<file path="src/rtl/core/ccdr_pkg.sv">
// Shared types, constants and arithmetic helpers for the cross-coupled delay reverb.
package ccdr_pkg;

    localparam int LINE_DEPTH  = 8192;
    localparam int ADDR_BITS   = $clog2(LINE_DEPTH);
    localparam int LEN_BITS    = ADDR_BITS + 1;
    localparam int SAMPLE_BITS = 16;
    localparam int COEF_BITS   = 16;
    localparam int COEF_FRAC   = 15;
    localparam int OPND_BITS   = SAMPLE_BITS + 1;
    localparam int PROD_BITS   = 2 * OPND_BITS;
    localparam int TERM_BITS   = PROD_BITS - COEF_FRAC;
    localparam int ACC_BITS    = TERM_BITS + 1;
    localparam int CFG_IDX_BITS = 3;

    // right length = len * 25 / 28 = ((len * 25) >> 2) / 7, the divide by 7 done by reciprocal
    localparam int RIGHT_NUM    = 25;
    localparam int RIGHT_DEN    = 28;
    localparam int PRE_SHIFT    = 2;
    localparam int RECIP_DEN    = RIGHT_DEN / (2 ** PRE_SHIFT);
    localparam int RECIP_SHIFT  = 19;
    localparam int RECIP_MUL    = (2 ** RECIP_SHIFT + RECIP_DEN - 1) / RECIP_DEN;
    localparam int SCALED_BITS  = LEN_BITS + 5;
    localparam int QUOT_BITS    = SCALED_BITS - PRE_SHIFT;
    localparam int RECIP_BITS   = $clog2(RECIP_MUL + 1);
    localparam int RPROD_BITS   = QUOT_BITS + RECIP_BITS;

    localparam int SAT_MAX = 2 ** (SAMPLE_BITS - 1) - 1;
    localparam int SAT_MIN = -(2 ** (SAMPLE_BITS - 1));

    typedef logic signed [SAMPLE_BITS-1:0] sample_t;
    typedef logic signed [OPND_BITS-1:0]   opnd_t;
    typedef logic signed [PROD_BITS-1:0]   prod_t;
    typedef logic signed [TERM_BITS-1:0]   term_t;
    typedef logic signed [ACC_BITS-1:0]    acc_t;
    typedef logic [ADDR_BITS-1:0]          addr_t;
    typedef logic [LEN_BITS-1:0]           len_t;

    typedef enum logic [CFG_IDX_BITS-1:0] {
        CFG_DELAY_LENGTH   = 3'd0,
        CFG_FEEDBACK_COEF  = 3'd1,
        CFG_CROSSOVER_COEF = 3'd2,
        CFG_OUTPUT_GAIN    = 3'd3
    } cfg_reg_t;

    typedef enum logic [3:0] {
        OP_NONE,
        OP_CLEAR,
        OP_ACCEPT,
        OP_MOD,
        OP_LEFT,
        OP_CROSS,
        OP_RIGHT,
        OP_READ,
        OP_SUM,
        OP_LOAD
    } op_t;

    typedef struct packed {
        op_t op;
    } cmd_t;

    typedef struct packed {
        logic clear_last;
    } sts_t;

    // Q1.15 x Q1.15 product back to a Q4.15 term, floor rounding
    function automatic term_t qshift(prod_t p);
        return p[PROD_BITS-1:COEF_FRAC];
    endfunction

    function automatic sample_t sat_word(acc_t v);
        sample_t r;
        if (v > acc_t'(SAT_MAX))
            r = sample_t'(SAT_MAX);
        else if (v < acc_t'(SAT_MIN))
            r = sample_t'(SAT_MIN);
        else
            r = v[SAMPLE_BITS-1:0];
        return r;
    endfunction

endpackage

</file>
<file path="src/rtl/core/ccdr_ctrl.sv">
// Sequencer for the reverb: clearing pass, per-word step order and output handshake.
module ccdr_ctrl
(
    input  logic          clk,
    input  logic          rst_n,
    input  logic          in_valid,
    output logic          in_stall,
    output logic          out_valid,
    input  logic          out_stall,
    output ccdr_pkg::cmd_t cmd,
    input  ccdr_pkg::sts_t sts
);

    typedef enum logic [8:0] {
        S_CLEAR = 9'b000000001,
        S_IDLE  = 9'b000000010,
        S_MOD   = 9'b000000100,
        S_LEFT  = 9'b000001000,
        S_CROSS = 9'b000010000,
        S_RIGHT = 9'b000100000,
        S_READ  = 9'b001000000,
        S_SUM   = 9'b010000000,
        S_OUT   = 9'b100000000
    } state_t;

    state_t state_reg;
    state_t state_next;
    logic   out_valid_reg;
    logic   out_valid_next;
    logic   load;

    always_comb
    begin
        state_next = state_reg;
        cmd.op     = ccdr_pkg::OP_NONE;
        unique case (state_reg)
            S_CLEAR:
            begin
                cmd.op = ccdr_pkg::OP_CLEAR;
                if (sts.clear_last)
                    state_next = S_IDLE;
            end
            S_IDLE:
            begin
                if (in_valid)
                begin
                    cmd.op     = ccdr_pkg::OP_ACCEPT;
                    state_next = S_MOD;
                end
            end
            S_MOD:
            begin
                cmd.op     = ccdr_pkg::OP_MOD;
                state_next = S_LEFT;
            end
            S_LEFT:
            begin
                cmd.op     = ccdr_pkg::OP_LEFT;
                state_next = S_CROSS;
            end
            S_CROSS:
            begin
                cmd.op     = ccdr_pkg::OP_CROSS;
                state_next = S_RIGHT;
            end
            S_RIGHT:
            begin
                cmd.op     = ccdr_pkg::OP_RIGHT;
                state_next = S_READ;
            end
            S_READ:
            begin
                cmd.op     = ccdr_pkg::OP_READ;
                state_next = S_SUM;
            end
            S_SUM:
            begin
                cmd.op     = ccdr_pkg::OP_SUM;
                state_next = S_OUT;
            end
            S_OUT:
            begin
                if (!out_valid_reg || !out_stall)
                begin
                    cmd.op     = ccdr_pkg::OP_LOAD;
                    state_next = S_IDLE;
                end
            end
            default:
            begin
                state_next = S_IDLE;
            end
        endcase
    end

    assign load = (cmd.op == ccdr_pkg::OP_LOAD);

    always_comb
    begin
        out_valid_next = out_valid_reg;
        if (load)
            out_valid_next = 1'b1;
        else if (out_valid_reg && !out_stall)
            out_valid_next = 1'b0;
    end

    always_ff @(posedge clk or negedge rst_n)
    begin
        if (!rst_n)
        begin
            state_reg     <= S_CLEAR;
            out_valid_reg <= 1'b0;
        end
        else
        begin
            state_reg     <= state_next;
            out_valid_reg <= out_valid_next;
        end
    end

    assign in_stall  = (state_reg != S_IDLE);
    assign out_valid = out_valid_reg;

    a_accept_starts_word: assert property (@(posedge clk) disable iff (!rst_n)
        (in_valid && !in_stall) |=> (state_reg == S_MOD))
        else $error("accepted word did not start processing");

    a_valid_from_out: assert property (@(posedge clk) disable iff (!rst_n)
        $rose(out_valid_reg) |-> $past(state_reg == S_OUT))
        else $error("output valid raised outside output step");

    a_no_output_clearing: assert property (@(posedge clk) disable iff (!rst_n)
        (state_reg == S_CLEAR) |-> !out_valid_reg)
        else $error("output valid during clearing pass");

    a_load_no_overwrite: assert property (@(posedge clk) disable iff (!rst_n)
        load |-> (!out_valid_reg || !out_stall))
        else $error("pending output word overwritten");

endmodule

</file>
<file path="config.mk">
export PLATFORM = sky130hd
export DESIGN_NAME = ccdr_ctrl
export DESIGN_NICKNAME = d
export VERILOG_FILES = /design/src/rtl/core/ccdr_pkg.sv /design/src/rtl/core/ccdr_ctrl.sv
export SDC_FILE = /design/constraint.sdc
export NUM_CORES = 1
export LEC_CHECK = 0
export BUFFER_PORTS_ARGS = -buffer_cell sky130_fd_sc_hd__buf_2
export CORE_MARGIN = 2
export CORE_UTILIZATION = 34
export CTS_CLUSTER_DIAMETER = 80
export DETAILED_ROUTE_END_ITERATION = 10
export GPL_ROUTABILITY_DRIVEN = 0
export PLACE_DENSITY = 0.59
export SYNTH_ARGS = -nofsm -noshare
export SYNTH_HDL_FRONTEND = slang
export SYNTH_SLANG_ARGS = --single-unit
</file>
<file path="constraint.sdc">
create_clock -name clk -period 2.2 [get_ports clk]
set_input_delay 0.33 -clock clk [delete_from_list [all_inputs] [get_ports clk]]
set_output_delay 0.33 -clock clk [all_outputs]
set_load 0.05 [all_outputs]
</file>
# Yosys cells after proc, flatten, opt, wreduce, memory -nomap -nowiden
# Index checks and enable logic that the tools add are counted.
# totals
regBits	10
latch_bits	0
ram_bits	0
rom_bits	0
inputBits	5
output_inout_bits	6
word_cells	31
mem_count	0
# classes
add_sub_neg	0
n_mul	0
n_div	0
order_cmp	0
eq_ne	14
shift	0
n_mux	9
bitwise	0
reduce_logical	6
# ops
operator	count
9-bit case mux with 9 select lines	1
4-bit case mux with 9 select lines	1
9-bit two-way mux	3
9-bit by 1-bit == test with 1-bit output (second input constant)	1
9-bit by 2-bit == test with 1-bit output (second input constant)	1
9-bit by 3-bit == test with 1-bit output (second input constant)	1
9-bit by 4-bit == test with 1-bit output (second input constant)	1
9-bit by 5-bit == test with 1-bit output (second input constant)	1
9-bit by 6-bit == test with 1-bit output (second input constant)	1
9-bit by 7-bit == test with 1-bit output (second input constant)	1
9-bit by 8-bit == test with 1-bit output (second input constant)	1
9-bit == test (second input constant)	1
9-bit by 2-bit inequality test with 1-bit output (second input constant)	1
2-bit inequality test (second input constant)	3
4-bit == test (second input constant)	1
4-bit two-way mux	1
3-bit AND reduction	1
1-bit zero test	2
1-bit two-way mux	2
2-bit two-way mux	1
2-bit nonzero test	1
1-bit logical AND	1
1-bit logical OR	1

# Logic depth before layout (Yosys ltp)
# Gate-level depths: netlist of run 1.
# logic_depth
word_depth	6
depth_mapped	4
ltp_nobuf	4

# Least setup slack after synthesis of run 1
# OpenSTA, ideal clock, no wires.
# synth_timing
kind	reg2out
start	register state_reg[4]
end	output cmd[1] in the netlist's numbering
arrival_time_ns	2.200
required_time_ns	1.870
path_slack_ns	-0.330
stages_incl_launch_ff	5
path_buffers	0
path_cell_list	dfrtp_1 > nor4_2 > nand4b_1 > nor2_1 > or4_1
# synth_rtl
item	line	rtl
start, declared	ccdr_ctrl.sv:26	state_t state_reg;
start signal, assigned	ccdr_ctrl.sv:116	state_reg <= state_next;
end, declared	ccdr_ctrl.sv:10	output ccdr_pkg::cmd_t cmd,

==> impl_metrics.yaml, run 1 <==
hold_path:
  hp-start: "in_valid"
  hold_class: "input port to flop"
  min_to: "state_reg[1]"
  whs_path_depth: 2
critical_path:
  cp-end-kind: "output pin"
  r2r-end: "state_reg[1]"
  arrival_ns: 1.88
  ff2ff_path_depth: 6
  r2r_start: "state_reg[7]"
  start_kind: "flop"
  cp.required_ns: 1.87
  cp_max_fo: 4
  r2r_slack_ns: 0.37
  critPathKind: "flop to output pin"
finish:
  fin_nets: 86
  multi_input_area_um2: 347.8
  drive_above_1_share_pct: 46.25
  antenna_cells: 0
  final_util_pct: 53.24
  final_cells: 96
  area.sequential_um2: 257.7
  largest_reg_flops: 9
  area_growth_pct: 47.36
  fillerInstances: 139
synth:
  synth_edf_count: 0
  synth_top_area_cell: "dfrtp_1"
  yosysTopAreaCellShare_pct: 41.38
  yosysWarningCount: 0
  syn_avg_cell_area_um2: 9.549
  syn_area_um2: 544.3
  ys_top_cells_by_area: "dfrtp_1 41%, nor2_1 6.2%, dfstp_2 4.8%"
  async_reset_ff_share_pct: 100.0
  ys_seq_area_share_pct: 46.21
  synth_cell_type_count: 26
  syn_inst: 57
  synthFlopType: "dfrtp_1"
  syn-num-nets: 62
  yosys_register_bits: 10
  ys_top_cells_by_count: "9 x dfrtp_1, 9 x nor2_1, 5 x nand2_1, 4 x nor3_1"
sta:
  drv_slew: 0
  hold_violations: 0
  clock.fmax_mhz: 453.4
  whs_ns: 0.2386
  worst_slew_pin_slew_ns: 0.3624
  period_needed_ns: 2.205
  finalSetupViolCount: 1
  fin_skew_ns: 0.0007151
  fin_ws_ns: -0.005345
  timing.final.crit_share_pct: 100.2
  max_slew_margin_pct: 75.65
  rsz0062_at_grt: "true"
clock_network:
  cts.clk_slew.worst_paths_ns: 0.07
  clock_path_buffers: 2
  cts_root_buffer: "clkbuf_4"
  htreeDepth: 1
  cts_tree: "done"
  cts_sinks: 10
  numCtsBuffers: 3
  clock_latency_ns: 0.27
power:
  power-per-cell-area_nw_per_um2: 1096
  vdd_drop_max_v: 0.0007495
  p_leak_nw: 0.3464
  power_mw: 0.8790
routing:
  route.detailed.drc: 0
  first_pass_iters: 4
  avgViaCountPerCell: 5.427
  route.vias.total: 521
  drt_iter0_markers: 9
  wl_um: 1368
  wl_per_cell_um: 14.25
  drtAntennaViolNets: 0
global_routing:
  grt_overflow: 0
  grtUsageTotal_pct: 15.67
  grt_pass1_wl_um: 2111
  grt_pass1_vias: 468
  grt_antenna_before_repair: 0
  grt_max_degree: 11
run_status:
  violations: "negative setup slack"
  outcome: "finished with violations"
place:
  port_buffers: 10
  dp_hpwl_um: 885.4
  placed_cells: 84
  dp_slack_ns: 0.1974
floorplanning:
  core_um2: 1506
  dieArea_um2: 1937
  initial_core_util_pct: 36.13
  fp.dieW_um: 44.01
  rows: 14
  pin_count: 11
  fp.dieH_um: 44.01
job:
  cap_violations: 0
[where the power goes]
group	switching, mW	internal (mW)	leakage, nW	total (mW)
sequential	0.0438	0.210	0.123	0.254
clock	0.0665	0.0703	0.0150	0.137
combinational	0.295	0.194	0.208	0.488
total	0.405	0.474	0.346	0.879
[cells by family (layout without fill, tap and decap cells)]
kind of cell	Yosys count	after routing	synth area share, %
compound gates	7	7	10.57
xor+xnor	2	2	3.219
buf+inv	2	25	1.380
flops	10	10	46.21
simple gates	36	36	38.62
[cell usage in the layout (no fill, tap or decap), types with 2 or more instances in the layout]
cell      n
buf_4     8
inv_1     2
xnor2_1   2
nor2b_1   2
clkbuf_4  3
buf_2     7
and4_1    2
or4_4     2
nor3_1    3
dfrtp_2   5
buf_6     2
nand3b_1  2
dfrtp_1   4
nand2_1   4
nor2_1    8
[layer usage]
metal	part of all wire (%)	vias to the layer above	track usage, %
met1	46	244	18.54
met5	0	-	0
met3	5.8	2	7.755
met4	0.80	0	5.455
met2	47	15	24.71
li1	-	260	-
[per-stage QoR]
step	TNS (ns)	area (µm²)
2_1_floorplan	-0.06076	556.8
3_3_place_gp	0	634.4
3_5_place_dp	0	634.4
4_1_cts	-0.005212	716.9
5_1_grt	-0.1497	802.0
6_report	-0.005345	802.0
[what timing repair did]
item	CTS	global route
cloned	0	0
pin swaps	2	6
hold endpoints to repair	9	0
hold buffers	1	0
gates resized for setup	9	12
setup endpoints to repair	3	3
setup buffers	3	4
[how the worst max path moves through the flow]
stage / from / endpoint / slack [ns]
after floorplan: state_reg[4] / cmd[1] / -0.06
after global placement: state_reg[6] / cmd[2] / 0.16
after detailed placement: state_reg[6] / cmd[2] / 0.20
after CTS: state_reg[5] / cmd[2] / -0.005
after global routing: state_reg[2] / cmd[0] / -0.06
final: state_reg[7] / cmd[2] / -0.005
[critical path: stages, from the launching register on]
cell,delay (ns)
dfrtp_2,0.43
buf_6,0.13
or4_4,0.50
a311oi_4,0.34
buf_6,0.20
[cell type report]
class | instances | area share [%]
multi-input cells | 45 | 43.37
inverters | 2 | 0.9360
repair buffers | 19 | 17.78
well taps | 16 | 2.496
clock buffers | 4 | 3.276
flip-flops and latches | 10 | 32.14
Power figures use the tool's default switching activity.
==> inputs of run 2 (changes only) <==
--- a/config.mk
+++ b/config.mk
@@ -12,6 +12,7 @@
 export DETAILED_ROUTE_END_ITERATION = 10
 export GPL_ROUTABILITY_DRIVEN = 0
 export PLACE_DENSITY = 0.59
+export RECOVER_POWER = 25
 export SYNTH_ARGS = -nofsm -noshare
 export SYNTH_HDL_FRONTEND = slang
 export SYNTH_SLANG_ARGS = --single-unit
==> run 2 against run 1 <==
Final area is 0.16% lower. The run still ends with negative setup slack left. Cell count stayed put. Via count rose by 0.19%. Clock skew hardly changed. Combinational power about the same. Wire length fell by 0.51%. Critical path depth unchanged. Critical path type unchanged. Flip-flop and latch count did not move.
==> impl_metrics.yaml, run 2 (synthesis gave the netlist of run 1 again) <==
critical_path:
  startpoint: "state_reg[7]"
  slowest_stage: "or4_4"
  path_cells: "buf_6, or4_4, a311oi_4, buf_6"
  timing.critical_path.mode_cell: "buf_6"
  cp.required_ns: 1.87
  critPathBufInv: 2
  arrival_ns: 1.88
  cp_max_fo: 4
  cp-end-kind: "output pin"
  ff2ff_path_depth: 6
  r2r_start: "state_reg[7]"
  r2r_slack_ns: 0.37
  cp_top_family: "simple AND/OR/NAND/NOR gates"
  cpPeakStageDelay_ns: 0.50
  r2r-end: "state_reg[1]"
  start_kind: "flop"
  critPathKind: "flop to output pin"
clock_network:
  cts_tree: "done"
  cts_sinks: 10
  numCtsBuffers: 3
  clock_path_buffers: 2
  htreeDepth: 1
  cts.clk_slew.worst_paths_ns: 0.07
  clock_latency_ns: 0.27
  cts_root_buffer: "clkbuf_4"
hold_path:
  hold_class: "input port to flop"
  min_to: "state_reg[1]"
  hp-start: "in_valid"
  whs_path_depth: 2
floorplanning:
  initial_core_util_pct: 36.13
  dieArea_um2: 1937
  rows: 14
  pin_count: 11
  fp.dieW_um: 44.01
  core_um2: 1506
  fp.dieH_um: 44.01
routing:
  wl_per_cell_um: 14.18
  avgViaCountPerCell: 5.438
  drtAntennaViolNets: 0
  wl_um: 1361
  drt_iter0_markers: 9
  first_pass_iters: 4
  route.detailed.drc: 0
  route.vias.total: 522
global_routing:
  grt_max_degree: 11
  grt_util_met3_pct: 7.755
  grt.busiest_layer: "met2"
  grt_overflow: 0
  grt_pass1_wl_um: 2111
  grt_pass1_vias: 468
  grtUsageTotal_pct: 15.67
  grtUsageMet2_pct: 24.71
  grt_antenna_before_repair: 0
  use_met1_pct: 18.54
sta:
  clock.fmax_mhz: 453.5
  drv_slew: 0
  finalSetupViolCount: 1
  worst_slew_pin_slew_ns: 0.5418
  timing.final.crit_share_pct: 100.2
  hold_violations: 0
  fin_skew_ns: 0.0007078
  rsz0062_at_grt: "true"
  max_slew_margin_pct: 63.88
  fin_ws_ns: -0.005214
  period_needed_ns: 2.205
  setup-tns-final_ns: -0.005214
power:
  p_leak_nw: 0.3436
  vdd_drop_max_v: 0.0007495
  power-per-cell-area_nw_per_um2: 1097
finish:
  fin_nets: 86
  drive_above_1_share_pct: 45.00
  antenna_cells: 0
  fillerInstances: 140
  largest_reg_flops: 9
  final_util_pct: 53.16
  most-common-layout-cells: "8 x nor2_1, 8 x buf_4, 6 x buf_2"
  area_growth_pct: 47.13
job:
  cap_violations: 0
run_status:
  violations: "negative setup slack"
  outcome: "finished with violations"
place:
  dp_hpwl_um: 885.4
  port_buffers: 10
## run 2: cell count changes in the layout (fill, tap and decap cells not counted), sizes merged
cell | previous run | this run
buf | 18 | 17
clkbuf | 4 | 5
## run 2: how the worst max path moves through the flow
stage	cells past startpoint	endpoint	slack, ns
2_1_floorplan	4	cmd[1]	-0.06
3_3_place_gp	4	cmd[2]	0.16
3_5_place_dp	4	cmd[2]	0.20
4_1_cts	5	cmd[2]	-0.005
5_1_grt	5	cmd[0]	-0.06
6_report	4	cmd[2]	-0.005
## run 2: metal layers
metal / vias to the layer above / part of all wire (%)
li1: 260 / -
met1: 245 / 45
met2: 15 / 48
met3: 2 / 5.9
met4: 0 / 0.81
met5: - / 0
## run 2: cell type report
cell class / instances / area [µm²] / share of cell area [%]
Timing Repair Buffer: 19 / 141.4 / 17.66
Sequential cell: 10 / 257.7 / 32.19
Clock buffer: 4 / 26.28 / 3.281
Tap cell: 16 / 20.02 / 2.500
Multi-Input combinational cell: 45 / 347.8 / 43.44
Inverter: 2 / 7.507 / 0.9375
## run 2: what timing repair did
action / 4_1_cts / 5_1_grt
pin swaps: 2 / 6
gates resized for setup: 9 / 12
hold buffers: 1 / 0
buffers inserted: 3 / 4
hold endpoints to repair: 9 / 0
setup endpoints to repair: 3 / 3
## run 2: power breakdown
group	leakage, nW	internal, mW	total (mW)	switching (mW)
clock	0.0150	0.0703	0.137	0.0665
combinational	0.205	0.193	0.488	0.295
sequential	0.123	0.210	0.254	0.0438
total	0.344	0.474	0.879	0.405
## run 2: metrics by stage
| step | instance area, µm² | hold slack (ns) | setup slack [ns] | cells | power [mW] |
|---|---|---|---|---|---|
| 4_1_cts | 716.9 | 0.2351 | -0.005212 | 92 | 0.7959 |
| 2_1_floorplan | 556.8 | 0.03441 | -0.06076 | 57 | 0.5485 |
| 6_report | 800.8 | 0.2386 | -0.005214 | 96 | 0.8788 |
| 5_1_grt | 800.8 | 0.2427 | -0.05899 | 96 | 0.9361 |
| 3_3_place_gp | 634.4 | 0.2085 | 0.1602 | 84 | 0.6306 |
| 3_5_place_dp | 634.4 | 0.2065 | 0.1974 | 84 | 0.6276 |
==> inputs of run 3 (changes only) <==
--- a/config.mk
+++ b/config.mk
@@ -6,7 +6,6 @@
 export NUM_CORES = 1
 export LEC_CHECK = 0
 export BUFFER_PORTS_ARGS = -buffer_cell sky130_fd_sc_hd__buf_2
-export CORE_MARGIN = 2
 export CORE_UTILIZATION = 34
 export CTS_CLUSTER_DIAMETER = 80
 export DETAILED_ROUTE_END_ITERATION = 10
==> run 3 against run 2 <==
The run still ends with negative setup slack left. Clock power rose by 26%. Worst setup slack better by 0.0015 ns. Cell count rose by 1.0%. Global-route usage increased by 1.8 points. Hold slack better by 0.0015 ns.
==> impl_metrics.yaml, run 3 (synthesis gave the netlist of run 1 again) <==
run_status:
  outcome: "finished with violations"
  violations: "negative setup slack"
routing:
  route.detailed.drc: 0
  first_pass_iters: 4
  avgViaCountPerCell: 5.773
  route.vias.total: 560
  drtAntennaViolNets: 0
  drt_iter0_markers: 11
  wl_per_cell_um: 15.36
  wl_um: 1490
floorplanning:
  dieArea_um2: 1765
  pin_count: 11
  core_um2: 1506
  fp.dieW_um: 42.01
  rows: 14
  initial_core_util_pct: 36.13
  fp.dieH_um: 42.01
power:
  p_leak_nw: 0.3562
  power-per-cell-area_nw_per_um2: 1106
  vdd_drop_max_v: 0.0007720
critical_path:
  critPathKind: "flop to output pin"
  cp-end-kind: "output pin"
  path_cells: "nor4_4, buf_4, nand2_4, a311oi_4, buf_6"
  critPathBufInv: 2
  arrival_ns: 1.87
  cp_top_family: "flip-flops"
  start_kind: "flop"
  slowest_stage: "dfrtp_2"
  cpPeakStageDelay_ns: 0.45
  cp_max_fo: 4
  cp.required_ns: 1.87
finish:
  drive_above_1_share_pct: 49.38
  fin_area_um2: 825.8
  most-common-layout-cells: "9 x buf_4, 8 x nor2_1, 6 x buf_2, 6 x dfrtp_2"
  largest_reg_flops: 9
  final_common_cell: "buf_4"
  area_growth_pct: 51.72
  fin_nets: 87
  antenna_cells: 0
sta:
  setup-tns-final_ns: -0.003724
  fin_skew_ns: 0.006559
  fin_ws_ns: -0.003724
  rsz0062_at_grt: "true"
  finalSetupViolCount: 1
  timing.final.crit_share_pct: 100.2
  hold_violations: 0
  clock.fmax_mhz: 453.8
  drv_slew: 0
  period_needed_ns: 2.204
  worst_slew_pin_slew_ns: 0.5317
  max_slew_margin_pct: 64.55
  whs_ns: 0.2401
global_routing:
  grt_pass1_vias: 494
  grt_overflow: 0
  grtUsageTotal_pct: 17.51
  grt_max_degree: 11
  grt_antenna_before_repair: 0
  grt_pass1_wl_um: 2221
clock_network:
  numCtsBuffers: 3
  cts_tree: "done"
  clock_latency_ns: 0.28
  cts.clk_slew.worst_paths_ns: 0.08
  clock_path_buffers: 2
  htreeDepth: 1
  cts_sinks: 10
  cts_root_buffer: "clkbuf_4"
hold_path:
  hold_class: "input port to flop"
place:
  placed_area_um2: 634.4
  port_buffers: 10
  dp_hpwl_um: 890.5
job:
  cap_violations: 0
## run 3: cell types whose count changed in the layout (fill, tap and decap cells not counted)
| cell | change |
|---|---|
| clkbuf_4 | +1 |
| clkbuf_8 | +1 |
| dfrtp_2 | +1 |
| dfrtp_1 | -1 |
| buf_4 | +1 |
| nand2_4 | +1 |
| clkbuf_1 | -1 |
| nor3_2 | +1 |
| buf_6 | -1 |
| nor3_1 | -1 |
| nand2_2 | -1 |
## run 3: area by class of cell
cell class / instances / area, µm²
clock buffer: 4 / 36.28
fill: 123 / 680.7
inverter: 2 / 7.507
multi-input combinational: 45 / 357.8
sequential: 10 / 259.0
tap: 16 / 20.02
timing repair buffer: 20 / 145.1
## run 3: worst paths after layout
path,slack [ns],cells after the start,from,end
hold / removal,0.24,2,in_valid,state_reg[1]
setup / recovery,-0.004,5,state_reg[5],cmd[2]
min in group asynchronous,0.53,2,rst_n,out_valid
setup reg to reg,0.45,6,state_reg[5],state_reg[1]
max in group asynchronous,1.28,2,rst_n,state_reg[8]
hold reg to reg,0.55,1,state_reg[6],state_reg[5]
## run 3: per-stage QoR
step	cells	total power [mW]	utilization [%]	setup slack (ns)
global route	97	0.9602	54.82	-0.05704
CTS	94	0.8227	49.09	0.002910
detailed placement	84	0.6288	42.11	0.2110
global placement	84	0.6305	42.11	0.1577
floorplan	57	0.5485	-	-0.06076
finish	97	0.9133	54.82	-0.003724
## run 3: power breakdown
part / leakage (nW) / internal, mW / switching, mW
combinational: 0.213 / 0.181 / 0.295
sequential: 0.122 / 0.211 / 0.0531
clock: 0.0210 / 0.101 / 0.0727
total: 0.356 / 0.493 / 0.421
## run 3: repair_timing
action / 4_1_cts / 5_1_grt
pin swaps: 2 / 1
setup buffers: 5 / 3
setup endpoints to repair: 3 / 3
cloned: 0 / 0
endpoints found under the hold margin: 9 / 0
resized for setup: 8 / 15
hold buffers: 1 / 0
## run 3: layer usage
| metal | global-route usage (%) | vias up | part of all wire (%) |
|---|---|---|---|
| met5 | 0 | - | 0 |
| met4 | 13.13 | 0 | 4.8 |
| met3 | 4.310 | 8 | 5.3 |
| met2 | 25.31 | 19 | 44 |
| met1 | 22.50 | 270 | 46 |
| li1 | - | 263 | - |
